File: src/sv/sts_pkg.sv
// shared types, token codes and keyword tables for the script token scanner
package sts_pkg;

  localparam int POSITION_BITS = 24;
  localparam int OUT_POS_BITS  = 24;
  localparam int LINE_BITS     = 24;
  localparam int KIND_BITS     = 5;
  localparam int CFG_BITS      = 16;
  localparam int NUM_KW        = 8;
  localparam int KW_MAX_LEN    = 5;
  localparam int WLEN_BITS     = 3;
  localparam int TOKQ_DEPTH    = 4;

  typedef enum logic [2:0] {
    MODE_IDLE    = 3'd0,
    MODE_NUMBER  = 3'd1,
    MODE_DECIMAL = 3'd2,
    MODE_IDENT   = 3'd3,
    MODE_EQ      = 3'd4,
    MODE_GT      = 3'd5,
    MODE_LT      = 3'd6,
    MODE_STRING  = 3'd7
  } mode_e;

  localparam logic [KIND_BITS-1:0] K_INT    = 5'd0;
  localparam logic [KIND_BITS-1:0] K_DEC    = 5'd1;
  localparam logic [KIND_BITS-1:0] K_IDENT  = 5'd2;
  localparam logic [KIND_BITS-1:0] K_KW0    = 5'd3;
  localparam logic [KIND_BITS-1:0] K_PLUS   = 5'd11;
  localparam logic [KIND_BITS-1:0] K_MINUS  = 5'd12;
  localparam logic [KIND_BITS-1:0] K_MUL    = 5'd13;
  localparam logic [KIND_BITS-1:0] K_DIV    = 5'd14;
  localparam logic [KIND_BITS-1:0] K_EQ     = 5'd15;
  localparam logic [KIND_BITS-1:0] K_EQEQ   = 5'd16;
  localparam logic [KIND_BITS-1:0] K_LBRACE = 5'd17;
  localparam logic [KIND_BITS-1:0] K_RBRACE = 5'd18;
  localparam logic [KIND_BITS-1:0] K_LPAREN = 5'd19;
  localparam logic [KIND_BITS-1:0] K_RPAREN = 5'd20;
  localparam logic [KIND_BITS-1:0] K_COMMA  = 5'd21;
  localparam logic [KIND_BITS-1:0] K_GT     = 5'd22;
  localparam logic [KIND_BITS-1:0] K_GE     = 5'd23;
  localparam logic [KIND_BITS-1:0] K_LT     = 5'd24;
  localparam logic [KIND_BITS-1:0] K_LE     = 5'd25;
  localparam logic [KIND_BITS-1:0] K_STRING = 5'd26;
  localparam logic [KIND_BITS-1:0] K_ERROR  = 5'd27;
  localparam logic [KIND_BITS-1:0] K_END    = 5'd28;

  localparam logic [7:0] KW_TEXT [NUM_KW][KW_MAX_LEN] = '{
    '{"w", "h", "i", "l", "e"},
    '{"p", "r", "i", "n", "t"},
    '{"t", "r", "u", "e", 8'h00},
    '{"f", "a", "l", "s", "e"},
    '{"n", "u", "l", "l", 8'h00},
    '{"f", "n", 8'h00, 8'h00, 8'h00},
    '{"i", "f", 8'h00, 8'h00, 8'h00},
    '{"e", "l", "s", "e", 8'h00}
  };

  localparam logic [WLEN_BITS-1:0] KW_LEN [NUM_KW] = '{
    3'd5, 3'd5, 3'd4, 3'd5, 3'd4, 3'd2, 3'd2, 3'd4
  };

  typedef struct packed {
    logic [KIND_BITS-1:0]    kind;
    logic [OUT_POS_BITS-1:0] start_pos;
    logic [OUT_POS_BITS-1:0] end_pos;
    logic [LINE_BITS-1:0]    line;
    logic                    last;
  } tok_t;

  typedef struct packed {
    logic [1:0] cnt;
    tok_t       tok0;
    tok_t       tok1;
  } push_t;

endpackage

File: src/sv/sts_kw_match.sv
// keyword candidate tracking and word token classification
module sts_kw_match (
  input  logic [7:0]                       byte_i,
  input  logic [sts_pkg::WLEN_BITS-1:0]    take_wlen_i,
  input  logic [sts_pkg::NUM_KW-1:0]       take_cand_i,
  output logic [sts_pkg::NUM_KW-1:0]       cand_o,
  input  logic [sts_pkg::WLEN_BITS-1:0]    cur_wlen_i,
  input  logic [sts_pkg::NUM_KW-1:0]       cur_cand_i,
  output logic [sts_pkg::KIND_BITS-1:0]    kind_o
);

  always_comb begin
    cand_o = take_cand_i;
    for (int k = 0; k < sts_pkg::NUM_KW; k++) begin
      if (take_wlen_i < sts_pkg::KW_LEN[k]) begin
        if (sts_pkg::KW_TEXT[k][take_wlen_i] != byte_i) begin
          cand_o[k] = 1'b0;
        end
      end else begin
        cand_o[k] = 1'b0;
      end
    end
  end

  // lowest matching keyword wins
  always_comb begin
    kind_o = sts_pkg::K_IDENT;
    for (int k = sts_pkg::NUM_KW - 1; k >= 0; k--) begin
      if (cur_cand_i[k] && (cur_wlen_i == sts_pkg::KW_LEN[k])) begin
        kind_o = sts_pkg::K_KW0 + sts_pkg::KIND_BITS'(k);
      end
    end
  end

endmodule

File: src/sv/sts_tok_fifo.sv
// small token queue between the scan step and the output channel
module sts_tok_fifo (
  input  logic            clk_i,
  input  logic            rst_ni,
  input  sts_pkg::push_t  push_i,
  output logic            room_o,
  output logic            out_valid_o,
  output sts_pkg::tok_t   out_tok_o,
  input  logic            pop_i
);

  localparam int Depth = sts_pkg::TOKQ_DEPTH;
  localparam int AW    = $clog2(Depth);
  localparam int CW    = $clog2(Depth + 1);

  sts_pkg::tok_t   mem_q [Depth];
  logic [AW-1:0]   wptr_q, wptr_d, rptr_q, rptr_d;
  logic [CW-1:0]   cnt_q, cnt_d;
  logic            pop;

  assign pop         = pop_i && (cnt_q != '0);
  assign room_o      = (cnt_q <= CW'(Depth - 2));
  assign out_valid_o = (cnt_q != '0);
  assign out_tok_o   = mem_q[rptr_q];

  assign wptr_d = wptr_q + AW'(push_i.cnt);
  assign rptr_d = rptr_q + AW'(pop);
  assign cnt_d  = cnt_q + CW'(push_i.cnt) - CW'(pop);

  always_ff @(posedge clk_i) begin
    if (push_i.cnt != 2'd0) begin
      mem_q[wptr_q] <= push_i.tok0;
    end
    if (push_i.cnt == 2'd2) begin
      mem_q[wptr_q + AW'(1)] <= push_i.tok1;
    end
  end

  always_ff @(posedge clk_i or negedge rst_ni) begin
    if (!rst_ni) begin
      wptr_q <= '0;
      rptr_q <= '0;
      cnt_q  <= '0;
    end else begin
      wptr_q <= wptr_d;
      rptr_q <= rptr_d;
      cnt_q  <= cnt_d;
    end
  end

`ifndef SYNTHESIS
  a_no_overflow: assert property (@(posedge clk_i) disable iff (!rst_ni)
    push_i.cnt != 2'd0 |-> room_o)
    else $error("token queue pushed without room");
  a_cnt_bound: assert property (@(posedge clk_i) disable iff (!rst_ni)
    cnt_q <= CW'(Depth))
    else $error("token queue count out of range");
`endif

endmodule

File: src/sv/script_token_scanner.sv
// script token scanner top level: input register, scan step, token queue
// flow: a beat is captured in the input register and scanned once the token
//   queue has room; the tokens it emits are offered from the token queue
// throughput: one input beat per cycle while the token queue holds two tokens or
//   fewer; a beat that closes a pending token and emits another pushes two tokens
// reset: mode idle, positions zero, line count and first_line back to one
module script_token_scanner #(
  parameter int POSITION_BITS = sts_pkg::POSITION_BITS
) (
  input  logic                              clk_i,
  input  logic                              rst_ni,
  input  logic                              in_valid_i,
  output logic                              in_ready_o,
  input  logic                              command_i,
  input  logic [7:0]                        source_byte_i,
  output logic                              out_valid_o,
  input  logic                              out_ready_i,
  output logic [sts_pkg::KIND_BITS-1:0]     token_kind_o,
  output logic [sts_pkg::OUT_POS_BITS-1:0]  start_pos_o,
  output logic [sts_pkg::OUT_POS_BITS-1:0]  end_pos_o,
  output logic [sts_pkg::LINE_BITS-1:0]     line_number_o,
  output logic                              last_of_run_o,
  input  logic                              cfg_valid_i,
  output logic                              cfg_ready_o,
  input  logic [sts_pkg::CFG_BITS-1:0]      cfg_data_i
);

  localparam int PB = POSITION_BITS;
  localparam logic [sts_pkg::LINE_BITS-1:0] LineMax = '1;

  // input register
  logic            in_vld_q;
  logic            cmd_q;
  logic [7:0]      src_q;
  logic            step_fire;
  logic            room;

  // scan state
  sts_pkg::mode_e                  mode_q, mode_d;
  logic [PB-1:0]                   tstart_q, tstart_d;
  logic [PB-1:0]                   pos_q, pos_d, pos_inc;
  logic [sts_pkg::LINE_BITS-1:0]   line_q, line_d;
  logic [sts_pkg::WLEN_BITS-1:0]   wlen_q, wlen_d;
  logic [sts_pkg::NUM_KW-1:0]      cand_q, cand_d;
  logic [sts_pkg::CFG_BITS-1:0]    first_line_q;

  logic [sts_pkg::WLEN_BITS-1:0]   take_wlen;
  logic [sts_pkg::NUM_KW-1:0]      take_cand, cand_take;
  logic [sts_pkg::KIND_BITS-1:0]   word_kind;

  logic                            is_dig, is_alpha, is_wordc;
  logic                            e0_v, e1_v;
  sts_pkg::tok_t                   e0, e1;
  logic [sts_pkg::KIND_BITS-1:0]   pend_kind;
  sts_pkg::push_t                  push;
  sts_pkg::tok_t                   out_tok;

  function automatic logic [sts_pkg::OUT_POS_BITS-1:0] p24(input logic [PB-1:0] x);
    logic [PB+sts_pkg::OUT_POS_BITS-1:0] ext;
    ext = {{sts_pkg::OUT_POS_BITS{1'b0}}, x};
    return ext[sts_pkg::OUT_POS_BITS-1:0];
  endfunction

  assign step_fire   = in_vld_q && room;
  assign in_ready_o  = !in_vld_q || step_fire;
  assign cfg_ready_o = 1'b1;

  always_ff @(posedge clk_i or negedge rst_ni) begin
    if (!rst_ni) begin
      in_vld_q <= 1'b0;
    end else if (in_ready_o) begin
      in_vld_q <= in_valid_i;
    end
  end

  always_ff @(posedge clk_i) begin
    if (in_ready_o && in_valid_i) begin
      cmd_q <= command_i;
      src_q <= source_byte_i;
    end
  end

  assign is_dig   = src_q inside {["0":"9"]};
  assign is_alpha = src_q inside {["a":"z"], ["A":"Z"]};
  assign is_wordc = is_dig || is_alpha || (src_q == "_");
  assign pos_inc  = (pos_q == '1) ? pos_q : pos_q + PB'(1);

  assign take_wlen = (mode_q == sts_pkg::MODE_IDENT) ? wlen_q : '0;
  assign take_cand = (mode_q == sts_pkg::MODE_IDENT) ? cand_q : '1;

  sts_kw_match u_kw (
    .byte_i      (src_q),
    .take_wlen_i (take_wlen),
    .take_cand_i (take_cand),
    .cand_o      (cand_take),
    .cur_wlen_i  (wlen_q),
    .cur_cand_i  (cand_q),
    .kind_o      (word_kind)
  );

  always_comb begin
    case (mode_q)
      sts_pkg::MODE_NUMBER:  pend_kind = sts_pkg::K_INT;
      sts_pkg::MODE_DECIMAL: pend_kind = sts_pkg::K_DEC;
      sts_pkg::MODE_IDENT:   pend_kind = word_kind;
      sts_pkg::MODE_EQ:      pend_kind = sts_pkg::K_EQ;
      sts_pkg::MODE_GT:      pend_kind = sts_pkg::K_GT;
      sts_pkg::MODE_LT:      pend_kind = sts_pkg::K_LT;
      sts_pkg::MODE_STRING:  pend_kind = sts_pkg::K_STRING;
      default:               pend_kind = sts_pkg::K_ERROR;
    endcase
  end

  // one scan step: e0 is the flushed pending token, e1 the token this beat closes
  always_comb begin
    logic fresh;
    mode_d   = mode_q;
    tstart_d = tstart_q;
    pos_d    = pos_q;
    line_d   = line_q;
    wlen_d   = wlen_q;
    cand_d   = cand_q;
    fresh    = 1'b0;
    e0_v     = 1'b0;
    e1_v     = 1'b0;
    e0       = '{kind: pend_kind, start_pos: p24(tstart_q), end_pos: p24(pos_q),
                 line: line_q, last: 1'b0};
    e1       = '{kind: sts_pkg::K_END, start_pos: p24(tstart_q), end_pos: p24(pos_inc),
                 line: line_q, last: 1'b0};
    if (cmd_q) begin
      e0_v     = (mode_q != sts_pkg::MODE_IDLE);
      e1_v     = 1'b1;
      e1.start_pos = p24(pos_q);
      e1.end_pos   = p24(pos_q);
      mode_d   = sts_pkg::MODE_IDLE;
      tstart_d = '0;
      pos_d    = '0;
      line_d   = sts_pkg::LINE_BITS'(first_line_q);
      wlen_d   = '0;
      cand_d   = '1;
    end else begin
      pos_d = pos_inc;
      case (mode_q)
        sts_pkg::MODE_NUMBER: begin
          if (src_q == ".") begin
            mode_d = sts_pkg::MODE_DECIMAL;
          end else if (!is_dig) begin
            fresh = 1'b1;
          end
        end
        sts_pkg::MODE_DECIMAL: begin
          if (!is_dig) begin
            fresh = 1'b1;
          end
        end
        sts_pkg::MODE_IDENT: begin
          if (is_wordc) begin
            cand_d = cand_take;
            wlen_d = (wlen_q == '1) ? wlen_q : wlen_q + sts_pkg::WLEN_BITS'(1);
          end else begin
            fresh = 1'b1;
          end
        end
        sts_pkg::MODE_EQ, sts_pkg::MODE_GT, sts_pkg::MODE_LT: begin
          if (src_q == "=") begin
            e1_v   = 1'b1;
            mode_d = sts_pkg::MODE_IDLE;
            case (mode_q)
              sts_pkg::MODE_EQ: e1.kind = sts_pkg::K_EQEQ;
              sts_pkg::MODE_GT: e1.kind = sts_pkg::K_GE;
              default:          e1.kind = sts_pkg::K_LE;
            endcase
          end else begin
            fresh = 1'b1;
          end
        end
        sts_pkg::MODE_STRING: begin
          if ((src_q == "\"") || (src_q == 8'h00)) begin
            e1_v    = 1'b1;
            e1.kind = sts_pkg::K_STRING;
            mode_d  = sts_pkg::MODE_IDLE;
          end
        end
        default: begin
          fresh = 1'b1;
        end
      endcase

      if (fresh) begin
        e0_v         = (mode_q != sts_pkg::MODE_IDLE);
        mode_d       = sts_pkg::MODE_IDLE;
        tstart_d     = pos_q;
        e1.start_pos = p24(pos_q);
        if (src_q == "\n") begin
          line_d = (line_q == LineMax) ? line_q : line_q + sts_pkg::LINE_BITS'(1);
        end else if (src_q inside {" ", "\t", 8'h0D}) begin
          mode_d = sts_pkg::MODE_IDLE;
        end else if (is_dig) begin
          mode_d = sts_pkg::MODE_NUMBER;
        end else if (is_alpha || (src_q == "_")) begin
          mode_d = sts_pkg::MODE_IDENT;
          wlen_d = sts_pkg::WLEN_BITS'(1);
          cand_d = cand_take;
        end else begin
          case (src_q)
            "=":     mode_d = sts_pkg::MODE_EQ;
            ">":     mode_d = sts_pkg::MODE_GT;
            "<":     mode_d = sts_pkg::MODE_LT;
            "\"":    mode_d = sts_pkg::MODE_STRING;
            "+":     begin e1_v = 1'b1; e1.kind = sts_pkg::K_PLUS;   end
            "-":     begin e1_v = 1'b1; e1.kind = sts_pkg::K_MINUS;  end
            "*":     begin e1_v = 1'b1; e1.kind = sts_pkg::K_MUL;    end
            "/":     begin e1_v = 1'b1; e1.kind = sts_pkg::K_DIV;    end
            "{":     begin e1_v = 1'b1; e1.kind = sts_pkg::K_LBRACE; end
            "}":     begin e1_v = 1'b1; e1.kind = sts_pkg::K_RBRACE; end
            "(":     begin e1_v = 1'b1; e1.kind = sts_pkg::K_LPAREN; end
            ")":     begin e1_v = 1'b1; e1.kind = sts_pkg::K_RPAREN; end
            ",":     begin e1_v = 1'b1; e1.kind = sts_pkg::K_COMMA;  end
            default: begin e1_v = 1'b1; e1.kind = sts_pkg::K_ERROR;  end
          endcase
        end
      end
    end
  end

  // pack emitted tokens in order, mark the final one
  always_comb begin
    push = '0;
    if (step_fire) begin
      if (e0_v) begin
        push.tok0      = e0;
        push.tok0.last = !e1_v;
        push.tok1      = e1;
        push.tok1.last = 1'b1;
        push.cnt       = e1_v ? 2'd2 : 2'd1;
      end else if (e1_v) begin
        push.tok0      = e1;
        push.tok0.last = 1'b1;
        push.cnt       = 2'd1;
      end
    end
  end

  always_ff @(posedge clk_i or negedge rst_ni) begin
    if (!rst_ni) begin
      mode_q       <= sts_pkg::MODE_IDLE;
      tstart_q     <= '0;
      pos_q        <= '0;
      line_q       <= sts_pkg::LINE_BITS'(1);
      wlen_q       <= '0;
      cand_q       <= '1;
      first_line_q <= sts_pkg::CFG_BITS'(1);
    end else begin
      if (step_fire) begin
        mode_q   <= mode_d;
        tstart_q <= tstart_d;
        pos_q    <= pos_d;
        line_q   <= line_d;
        wlen_q   <= wlen_d;
        cand_q   <= cand_d;
      end else if (cfg_valid_i && (pos_q == '0) && (mode_q == sts_pkg::MODE_IDLE)) begin
        line_q <= sts_pkg::LINE_BITS'(cfg_data_i);
      end
      if (cfg_valid_i) begin
        first_line_q <= cfg_data_i;
      end
    end
  end

  sts_tok_fifo u_fifo (
    .clk_i       (clk_i),
    .rst_ni      (rst_ni),
    .push_i      (push),
    .room_o      (room),
    .out_valid_o (out_valid_o),
    .out_tok_o   (out_tok),
    .pop_i       (out_ready_i)
  );

  assign token_kind_o  = out_tok.kind;
  assign start_pos_o   = out_tok.start_pos;
  assign end_pos_o     = out_tok.end_pos;
  assign line_number_o = out_tok.line;
  assign last_of_run_o = out_tok.last;

`ifndef SYNTHESIS
  a_end_clears: assert property (@(posedge clk_i) disable iff (!rst_ni)
    step_fire && cmd_q |=> (mode_q == sts_pkg::MODE_IDLE) && (pos_q == '0))
    else $error("end of source did not clear scan state");
  a_end_emits: assert property (@(posedge clk_i) disable iff (!rst_ni)
    step_fire && cmd_q |-> (push.cnt != 2'd0) && e1_v)
    else $error("end of source produced no end token");
  a_pos_advance: assert property (@(posedge clk_i) disable iff (!rst_ni)
    step_fire && !cmd_q |=> (pos_q == $past(pos_q) + PB'(1)) || (pos_q == '1))
    else $error("byte beat did not advance position");
`endif

endmodule

File: config.mk
export PLATFORM = sky130hd
export DESIGN_NAME = script_token_scanner
export DESIGN_NICKNAME = d
export VERILOG_FILES = /design/src/sv/sts_pkg.sv /design/src/sv/sts_kw_match.sv /design/src/sv/sts_tok_fifo.sv /design/src/sv/script_token_scanner.sv
export SDC_FILE = /design/constraint.sdc
export NUM_CORES = 1
export LEC_CHECK = 0
export BUFFER_PORTS_ARGS = -buffer_cell sky130_fd_sc_hd__buf_2
export CAP_MARGIN = 20
export CORE_MARGIN = 4
export CORE_UTILIZATION = 55
export DETAILED_ROUTE_END_ITERATION = 8
export PLACE_DENSITY = 0.7
export SLEW_MARGIN = 20
export SYNTH_ARGS = -nofsm -noshare
export SYNTH_HDL_FRONTEND = slang
export SYNTH_SLANG_ARGS = --single-unit
File: constraint.sdc
create_clock -name clk_i -period 9.1 [get_ports clk_i]
set_input_delay 0.455 -clock clk_i [delete_from_list [all_inputs] [get_ports clk_i]]
set_output_delay 0.455 -clock clk_i [all_outputs]
set_load 0.1 [all_outputs]
* Yosys cells after proc, flatten, opt, wreduce, memory -nomap -nowiden *
Memories as Yosys holds them, arrays and structs flattened.
Index checks and enable logic that the tools add are counted.
W data, S select, Z words.

operators by class
  add/subtract/negate cells = 8
  $lt $le $gt $ge = 11
  equality and inequality tests = 47
  muxes and demuxes = 121
  bitwise logic cells = 1
  reductions and logical operators = 39

operators with widths
  cell                     count
  $mux W24                 12
  $mux W8                  25
  $mux W158                1
  $eq A8 B6 Y1 const B     13
  $mux W80                 1
  $mux W79                 1
  $mux W78                 1
  $ne A8 B8 Y1             8
  $mux W3                  20
  $pmux W5 S10             1
  $add A24 B1 Y24 const B  2
  $eq A24 B24 Y1 const B   2
  $mux W1                  36
  $mux W4                  9
  $pmux W5 S7              1
  $mux W29                 1
  $mux W5                  5
  $eq A8 B4 Y1 const B     3
  $eq A8 B7 Y1 const B     3
  $logic_not A24 Y1        1
  $eq A3 B3 Y1 const B     7
  $ge A8 B7 Y1 const B     2
  $le A8 B7 Y1 const B     2
  $logic_and A1 B1 Y1      16
  37 further kinds         54

storage, ports and cells
  register bits = 119
  RAM bits = 312
  memory bits (read-only) = 512
  input bits = 30
  output and inout bits = 81
  word-level logic and storage cells = 249
  memories = 9

memory list
  memory            words  bits a word  rd ports  clocked after memory_dff  wr ports  line                source
  u_fifo.mem_q      4      78           1         0                         2         sts_tok_fifo.sv:16  sts_pkg::tok_t mem_q [Depth];
  (name not given)  8      8            1         0                         0         sts_kw_match.sv:16  if (sts_pkg::KW_TEXT[k][take_wlen_i] != byte_i) begin
  (name not given)  8      8            1         0                         0         sts_kw_match.sv:16
  (name not given)  8      8            1         0                         0         sts_kw_match.sv:16
  (name not given)  8      8            1         0                         0         sts_kw_match.sv:16
  (name not given)  8      8            1         0                         0         sts_kw_match.sv:16
  3 more memories   n/a    n/a          n/a       n/a                       n/a       n/a

* Depth between registers and ports, before layout *
Gate-level depths: netlist of run 1.

  depth after elaboration = 17
  mapped depth = 17
  gate-level depth less buffers = 11

* By module *
Synthesis of run 1 repeated with hierarchy kept, for this count alone.

unflattened totals
  cell total of the unflattened synthesis = 2000
  area total of the unflattened synthesis = 24666.2 um2

by module, submodules not included
  module                instances  cells an instance  area each (um2)  seq. area each (um2)
  sts_tok_fifo          1          797                15508.6          9544.2
  script_token_scanner  1          1077               8316.7           2860.2
  sts_kw_match          1          126                840.8            0.0

* Worst setup path before layout of run 1 *
Ideal clock, no wire load.

  kind = reg2reg
  start point = register src_q[4]
  end point = memory u_fifo.mem_q[2][0] in the netlist's numbering, enable pin
  setup time = 540 ps
  arrival = 7021 ps
  required time = 8560 ps
  path slack = 1539 ps
  cell stages (with the launch flop) = 14
  buffers on the path = 4
  period minus slack after synthesis = 7561 ps
  path through = edfxtp_1 > buf_2 > or4b_1 > buf_2 > or3_1 > a311o_1 > o21ai_4 > inv_4 > buf_6 > ha_1 > clkbuf_1 > nor3b_1 > o21ai_0 > a21oi_1

RTL lines
  what                    line                        source
  from (decl)             script_token_scanner.sv:34  logic [7:0] src_q;
  from (signal assigned)  script_token_scanner.sv:79  src_q <= source_byte_i;
  to (decl)               sts_tok_fifo.sv:16

==> impl_metrics.json, run 1 <==
{
  "via_per_inst": 6.901,
  "port_buffers": 109,
  "path_class": "reg2reg",
  "grt_pass1_wl_um": 106300,
  "cts_buffer_depth": 3,
  "synthCells": 2065,
  "fin_worst_skew_ps": 26.40,
  "synthArstFlopShare_pct": 25.52,
  "fill_cells": 3244,
  "ys.warnings.count": 0,
  "cp_slowest_stage_delay_ps": 880,
  "clock_sink_count": 431,
  "drt_wl_total_um": 68030,
  "synth_top_area_share_pct": 41.55,
  "critical_path_buf_inv_count": 1,
  "postCtsSetupRepairBufs": 0,
  "maxCapViolCount": 0,
  "setup_viol": 0,
  "fmaxAchievable_ghz": 0.1741,
  "fin_util_pct": 62.17,
  "gp_congestion": 0.9909,
  "outcome": "complete, no violations",
  "relSlewSlack_pct": 21.26,
  "track_usage_pct": 29.97,
  "rows": 74,
  "holdWs_ps": 50.74,
  "crit_family": "simple AND/OR/NAND/NOR gates",
  "worstPathRequired_ps": 9390,
  "root_buffer": "clkbuf_16",
  "hp-class": "in2reg",
  "critPathMaxFanout": 24,
  "place_area_sq_um": 24190,
  "tightest_slew_ps": 1171,
  "powerDensity_nw_per_um2": 400.1,
  "end_kind": "flop",
  "grt_max_degree": 64,
  "yosys.area.top_type": "edfxtp_1",
  "synth_edf_count": 321,
  "grt_pass1_vias": 18062,
  "cts-buffers-inserted": 46,
  "worstPathCellList": "or4b_1 > or3_1 > a311o_1 > o21ai_4 > inv_4 > ha_1 > or4_1 > a21oi_1 > a31oi_4 > o22ai_1",
  "drive_gt1_share_pct": 18.70,
  "clk_latency_ps": 600,
  "ant_nets": 0,
  "initial_utilization_pct": 56.18,
  "dieWidth_um": 213.4,
  "hold_violations": 0,
  "critPathArrivalTime_ps": 6030,
  "crit_slowest_cell": "or4_1",
  "rsz0062_at_grt": "false",
  "drt_first_pass_iters": 8,
  "multi_input_area_sq_um": 10040,
  "leakage_uw": 0.008984,
  "h-tree-depth": 2,
  "synthTopCellsByArea": "edfxtp_1, dfrtp_1, mux4_2",
  "min_period_ps": 5744,
  "startpoint_type": "flop",
  "final_cell_area_sq_um": 25670,
  "num-nets-final": 2147,
  "syn_nets": 2115,
  "synth_cell_type_count": 93,
  "ir_worst_vdd_uv": 362.8,
  "regArea_sq_um": 12410,
  "die_h_um": 213.4,
  "dp_hpwl_um": 44450,
  "synth_area_sq_um": 23200,
  "antenna_found_initial": 0,
  "worst_setup_hold_path_clk_slew_ps": 60,
  "drc": 0,
  "ys_ff_latch": 431,
  "fin_tns_setup_ps": 0,
  "wl_per_cell_um": 25.52,
  "min_period_over_period_pct": 63.12,
  "diodes": 0,
  "cts_tree": "done",
  "placeableCoreArea_sq_um": 41290,
  "yosysSeqAreaShare_pct": 53.47,
  "first_iter_violations": 2419,
  "synth.avg_cell_area_sq_um": 11.23,
  "grt_overflow": 0,
  "vias": 18397,
  "io_pins": 111,
  "area_growth_pct": 10.66,
  "fp.dieArea_sq_um": 45530,
  "slew_viol_final": 0,
  "ys.flop_type": "edfxtp_1"
}
==> through the flow <==
stage	total power (uW)	instances	setup slack (ps)
global placement	8313	2579	3700
finish	10270	2666	3356
floorplan	7169	2065	1539
CTS	10260	2666	3517
global route	10690	2666	3102
detailed placement	8412	2580	3520
==> sequential cells by signal (all words and copies together), names as in the netlist, 3 cells and up <==
register      cells
cand_q            8
first_line_q     16
line_q           24
mode_q            3
pos_q            24
src_q             8
tstart_q         24
u_fifo.cnt_q      3
u_fifo.mem_q    312
wlen_q            3
==> per-layer routing <==
metal / share of wire (%) / wire [um] / vias up / global-route usage, %
li1: - / - / 8078 / -
met1: 39 / 26570 / 9049 / 41.17
met2: 48 / 32760 / 1084 / 49.26
met3: 9.6 / 6527 / 186 / 5.677
met4: 3.2 / 2167 / 0 / 9.159
met5: 0 / 0 / - / 0
==> power breakdown <==
part / total (uW) / switching (uW) / internal (uW)
registers: 3080 / 376 / 2700
logic: 5340 / 4110 / 1230
clock network: 1850 / 787 / 1060
==> synthesized netlist by cell type (all sizes together), types with 12 or more instances <==
cell type,count
dfrtp,100
o211ai,27
and3,16
buf,61
o221ai,12
ha,19
nor2,171
o221a,27
mux2,19
edfxtp,321
o21ai,106
nand2,222
or2,13
nor4,18
a22o,30
nand4,28
xnor2,30
a31oi,15
inv,34
o22ai,147
clkbuf,114
mux2i,26
nor3,47
mux4,78
o31ai,15
a21oi,99
nand3,68
xor2,19
==> cell usage in the layout (no fill, tap or decap), types with 49 or more instances in the layout <==
cell type and instances:
a21oi_1 94, buf_2 108, buf_4 49, dfrtp_1 98, edfxtp_1 321, mux4_2 78
nand2_1 220, nand3_1 68, nor2_1 168, o21ai_0 97, o22ai_1 147
==> cells by family after synthesis <==
group	after synthesis	synth area share (%)
flops	431	53.47
compound gates	574	16.89
simple gates	656	13.33
buf+inv	211	3.716
other cells	1	0.01617
mux	123	9.617
fa+ha+maj	20	1.111
xor+xnor	49	1.850
==> layout make-up <==
cell class	count	area share, %
Tap cell	532	2.593
Multi-Input combinational cell	1423	39.12
Inverter	36	0.5361
Timing Repair Buffer	159	3.685
Clock buffer	64	4.947
Clock inverter	21	0.7652
Sequential cell	431	48.35
==> what timing repair did <==
action                     in CTS  in global routing
hold buffers                    1                  0
resized for setup               0                  0
hold endpoints to repair       28                  0
setup endpoints to repair       0                  0
==> worst paths after layout <==
path | end | slack [ps] | cells past startpoint | from
setup / recovery | u_fifo.mem_q[1][52]$_DFFE_PP_ | 3360 | 10 | src_q[4]$_DFFE_PP_
hold / removal | cmd_q$_DFFE_PP_ | 50 | 1 | command_i
setup reg to reg | u_fifo.mem_q[1][52]$_DFFE_PP_ | 3360 | 10 | src_q[4]$_DFFE_PP_
hold reg to reg | tstart_q[21]$_DFFE_PN0P_ | 500 | 1 | tstart_q[21]$_DFFE_PN0P_
max in group asynchronous | cand_q[6]$_DFFE_PN1P_ | 7770 | 3 | rst_ni
min in group asynchronous | pos_q[15]$_DFFE_PN0P_ | 380 | 2 | rst_ni
No activity file was read; power rests on OpenSTA's default activity.
==> run 2: changes to the inputs <==
clock period = 5.5 ns   (was 9.1 ns; I/O delays follow)
==> run 2 against run 1 <==
  * Routed wire length rose by 0.10%
  * Cell count increased by 1.4%
  * Die area is the same
  * Power is 66% higher
  * Clock skew shrank 11 ps
  * Cell area grew 1.4%
  * Global-route usage shrank 0.11 points
  * Clock power grew 66%
  * Combinational power is 66% higher
  * Maximum frequency grew 17%
  * Non-clock buffer count is 36 higher
  * Critical path type unchanged
  * Largest power group unchanged
==> impl_metrics.json, run 2 (synthesis gave the netlist of run 1 again) <==
{
  "outcome": "complete, no violations",
  "cp_slowest_stage_delay_ps": 700,
  "port_buffers": 109,
  "postCtsSetupRepairBufs": 0,
  "rsz0062_at_grt": "false",
  "dp_cells": 2590,
  "maxCapViolCount": 0,
  "hp-class": "in2reg",
  "startpoint_type": "flop",
  "powerDensity_nw_per_um2": 654.9,
  "critPathMaxFanout": 24,
  "final_cell_mix": "edfxtp_1, nand2_1, nor2_1, o22ai_1, buf_2",
  "crit_family": "simple AND/OR/NAND/NOR gates",
  "hp-start": "out_ready_i",
  "worst_setup_hold_path_clk_slew_ps": 60,
  "crit_start": "src_q[6]$_DFFE_PP_",
  "holdWs_ps": 53.96,
  "worstPathCellList": "or4b_1 > or3_1 > a311o_1 > o21ai_4 > inv_4 > ha_1 > buf_4 > nor3b_1 > and3_1 > nor2_1 > a21boi_2 > buf_4 > o22ai_1",
  "slew_viol_final": 0,
  "top_register": "u_fifo.mem_q",
  "path_class": "reg2reg",
  "fp.dieArea_sq_um": 45530,
  "vias": 18262,
  "area_growth_pct": 12.23,
  "clock_sink_count": 431,
  "hold_end": "u_fifo.rptr_q[0]$_DFF_PN0_",
  "first_iter_violations": 1968,
  "hold_violations": 0,
  "cts-buffers-inserted": 46,
  "grt_max_degree": 79,
  "fmaxAchievable_ghz": 0.2044,
  "die_h_um": 213.4,
  "rows": 74,
  "critPathArrivalTime_ps": 5200,
  "ir_worst_vdd_uv": 546.9,
  "end_kind": "flop",
  "fin_tns_setup_ps": 0,
  "critical_path_buf_inv_count": 3,
  "intPower_uw": 8309,
  "p_seq_share_pct": 30.0,
  "io_pins": 111,
  "dp_hpwl_um": 44430,
  "leakage_uw": 0.009158,
  "crit_top_cell": "buf_4",
  "ant_nets": 0,
  "min_period_ps": 4893,
  "h-tree-depth": 2,
  "fin_ws_ps": 607.4,
  "grt_pass1_wl_um": 105400,
  "setup_viol": 0,
  "dieWidth_um": 213.4,
  "root_buffer": "clkbuf_16",
  "gp_congestion": 0.9560,
  "reg2reg_setup_slack_ps": 610,
  "num-nets-final": 2183,
  "diodes": 0,
  "wl_per_cell_um": 25.19,
  "fin_util_pct": 63.05,
  "reg2reg_from": "src_q[6]$_DFFE_PP_",
  "clk_latency_ps": 590,
  "hold_path_depth": 3,
  "cts_tree": "done",
  "combPwrFrac_pct": 52.0,
  "tightest_slew_ps": 1103,
  "via_per_inst": 6.756,
  "clkPwrFrac_pct": 18.0,
  "initial_utilization_pct": 56.18,
  "fin_worst_skew_ps": 15.24,
  "placeableCoreArea_sq_um": 41290,
  "place_worst_setup_slack_ps": 697.6,
  "rr_worst_depth": 13,
  "drive_gt1_share_pct": 18.98,
  "drt_first_pass_iters": 8,
  "worstPathRequired_ps": 5810,
  "min_period_over_period_pct": 88.96,
  "crit_slowest_cell": "or4b_1",
  "final_common_cell": "edfxtp_1",
  "relSlewSlack_pct": 26.32,
  "drt_wl_total_um": 68100,
  "drc": 0,
  "cts_buffer_depth": 3,
  "p_sw_uw": 8743,
  "largest_reg_flops": 312,
  "grt_overflow": 0,
  "antenna_found_initial": 0,
  "track_usage_pct": 29.86,
  "sw_frac_of_total_pct": 51.27,
  "stdcell_count": 2703,
  "grt_pass1_vias": 17947,
  "regToRegEndpoint": "u_fifo.mem_q[2][65]$_DFFE_PP_"
}
[run 2: per-stage QoR]
step / cell area (sq um) / power (uW)
2_1_floorplan: 23230 / 11830
3_3_place_gp: 24280 / 13850
3_5_place_dp: 24280 / 13980
4_1_cts: 26040 / 17070
5_1_grt: 26040 / 17730
6_report: 26040 / 17050
[run 2: worst max-delay path by stage]
stage                                          endpoint  slack (ps)  depth (start not counted)
after floorplan            u_fifo.mem_q[3][0]$_DFFE_PP_          60                         12
after global placement    u_fifo.mem_q[1][76]$_DFFE_PP_         820                         13
after detailed placement  u_fifo.mem_q[2][51]$_DFFE_PP_         700                         13
after CTS                 u_fifo.mem_q[1][76]$_DFFE_PP_         690                         13
after global routing      u_fifo.mem_q[1][49]$_DFFE_PP_         350                         13
final                     u_fifo.mem_q[2][65]$_DFFE_PP_         610                         13
[run 2: final cells by class]
type / count / area (sq um)
fillers: 3261 / 15260
flip-flops and latches: 431 / 12410
multi-input cells: 1423 / 10030
repair buffers: 195 / 1311
clock buffers: 62 / 1292
well taps: 532 / 665.6
clock inverters: 24 / 190.2
inverters: 36 / 137.6
[run 2: power groups by stage]
stage	registers [uW]	clock network (uW)	logic (uW)
floorplan	4750	0	7080
global placement	5140	0	8710
detailed placement	5180	0	8790
CTS	5120	3120	8830
global route	5210	3240	9280
finish	5120	3070	8860
[run 2: routing by layer]
metal / part of all wire (%) / wire length [um] / global-route usage (%)
met5: 0 / 0 / 0
met4: 3.2 / 2211 / 10.22
met2: 49 / 33260 / 49.50
met3: 8.4 / 5688 / 4.521
met1: 40 / 26940 / 40.89
[run 2: what timing repair did]
item	4_1_cts	5_1_grt
hold buffers	27	0
resized for setup	0	0
endpoints found under the hold margin	72	0
[run 2: worst reg2reg max path, stage by stage (launching register included)]
cell and delay [ps]:
edfxtp_1 580, or4b_1 700, or3_1 440, a311o_1 400, o21ai_4 350, inv_4 50, ha_1 290, buf_4 170
nor3b_1 280, and3_1 600, nor2_1 120, a21boi_2 160, buf_4 330, o22ai_1 150
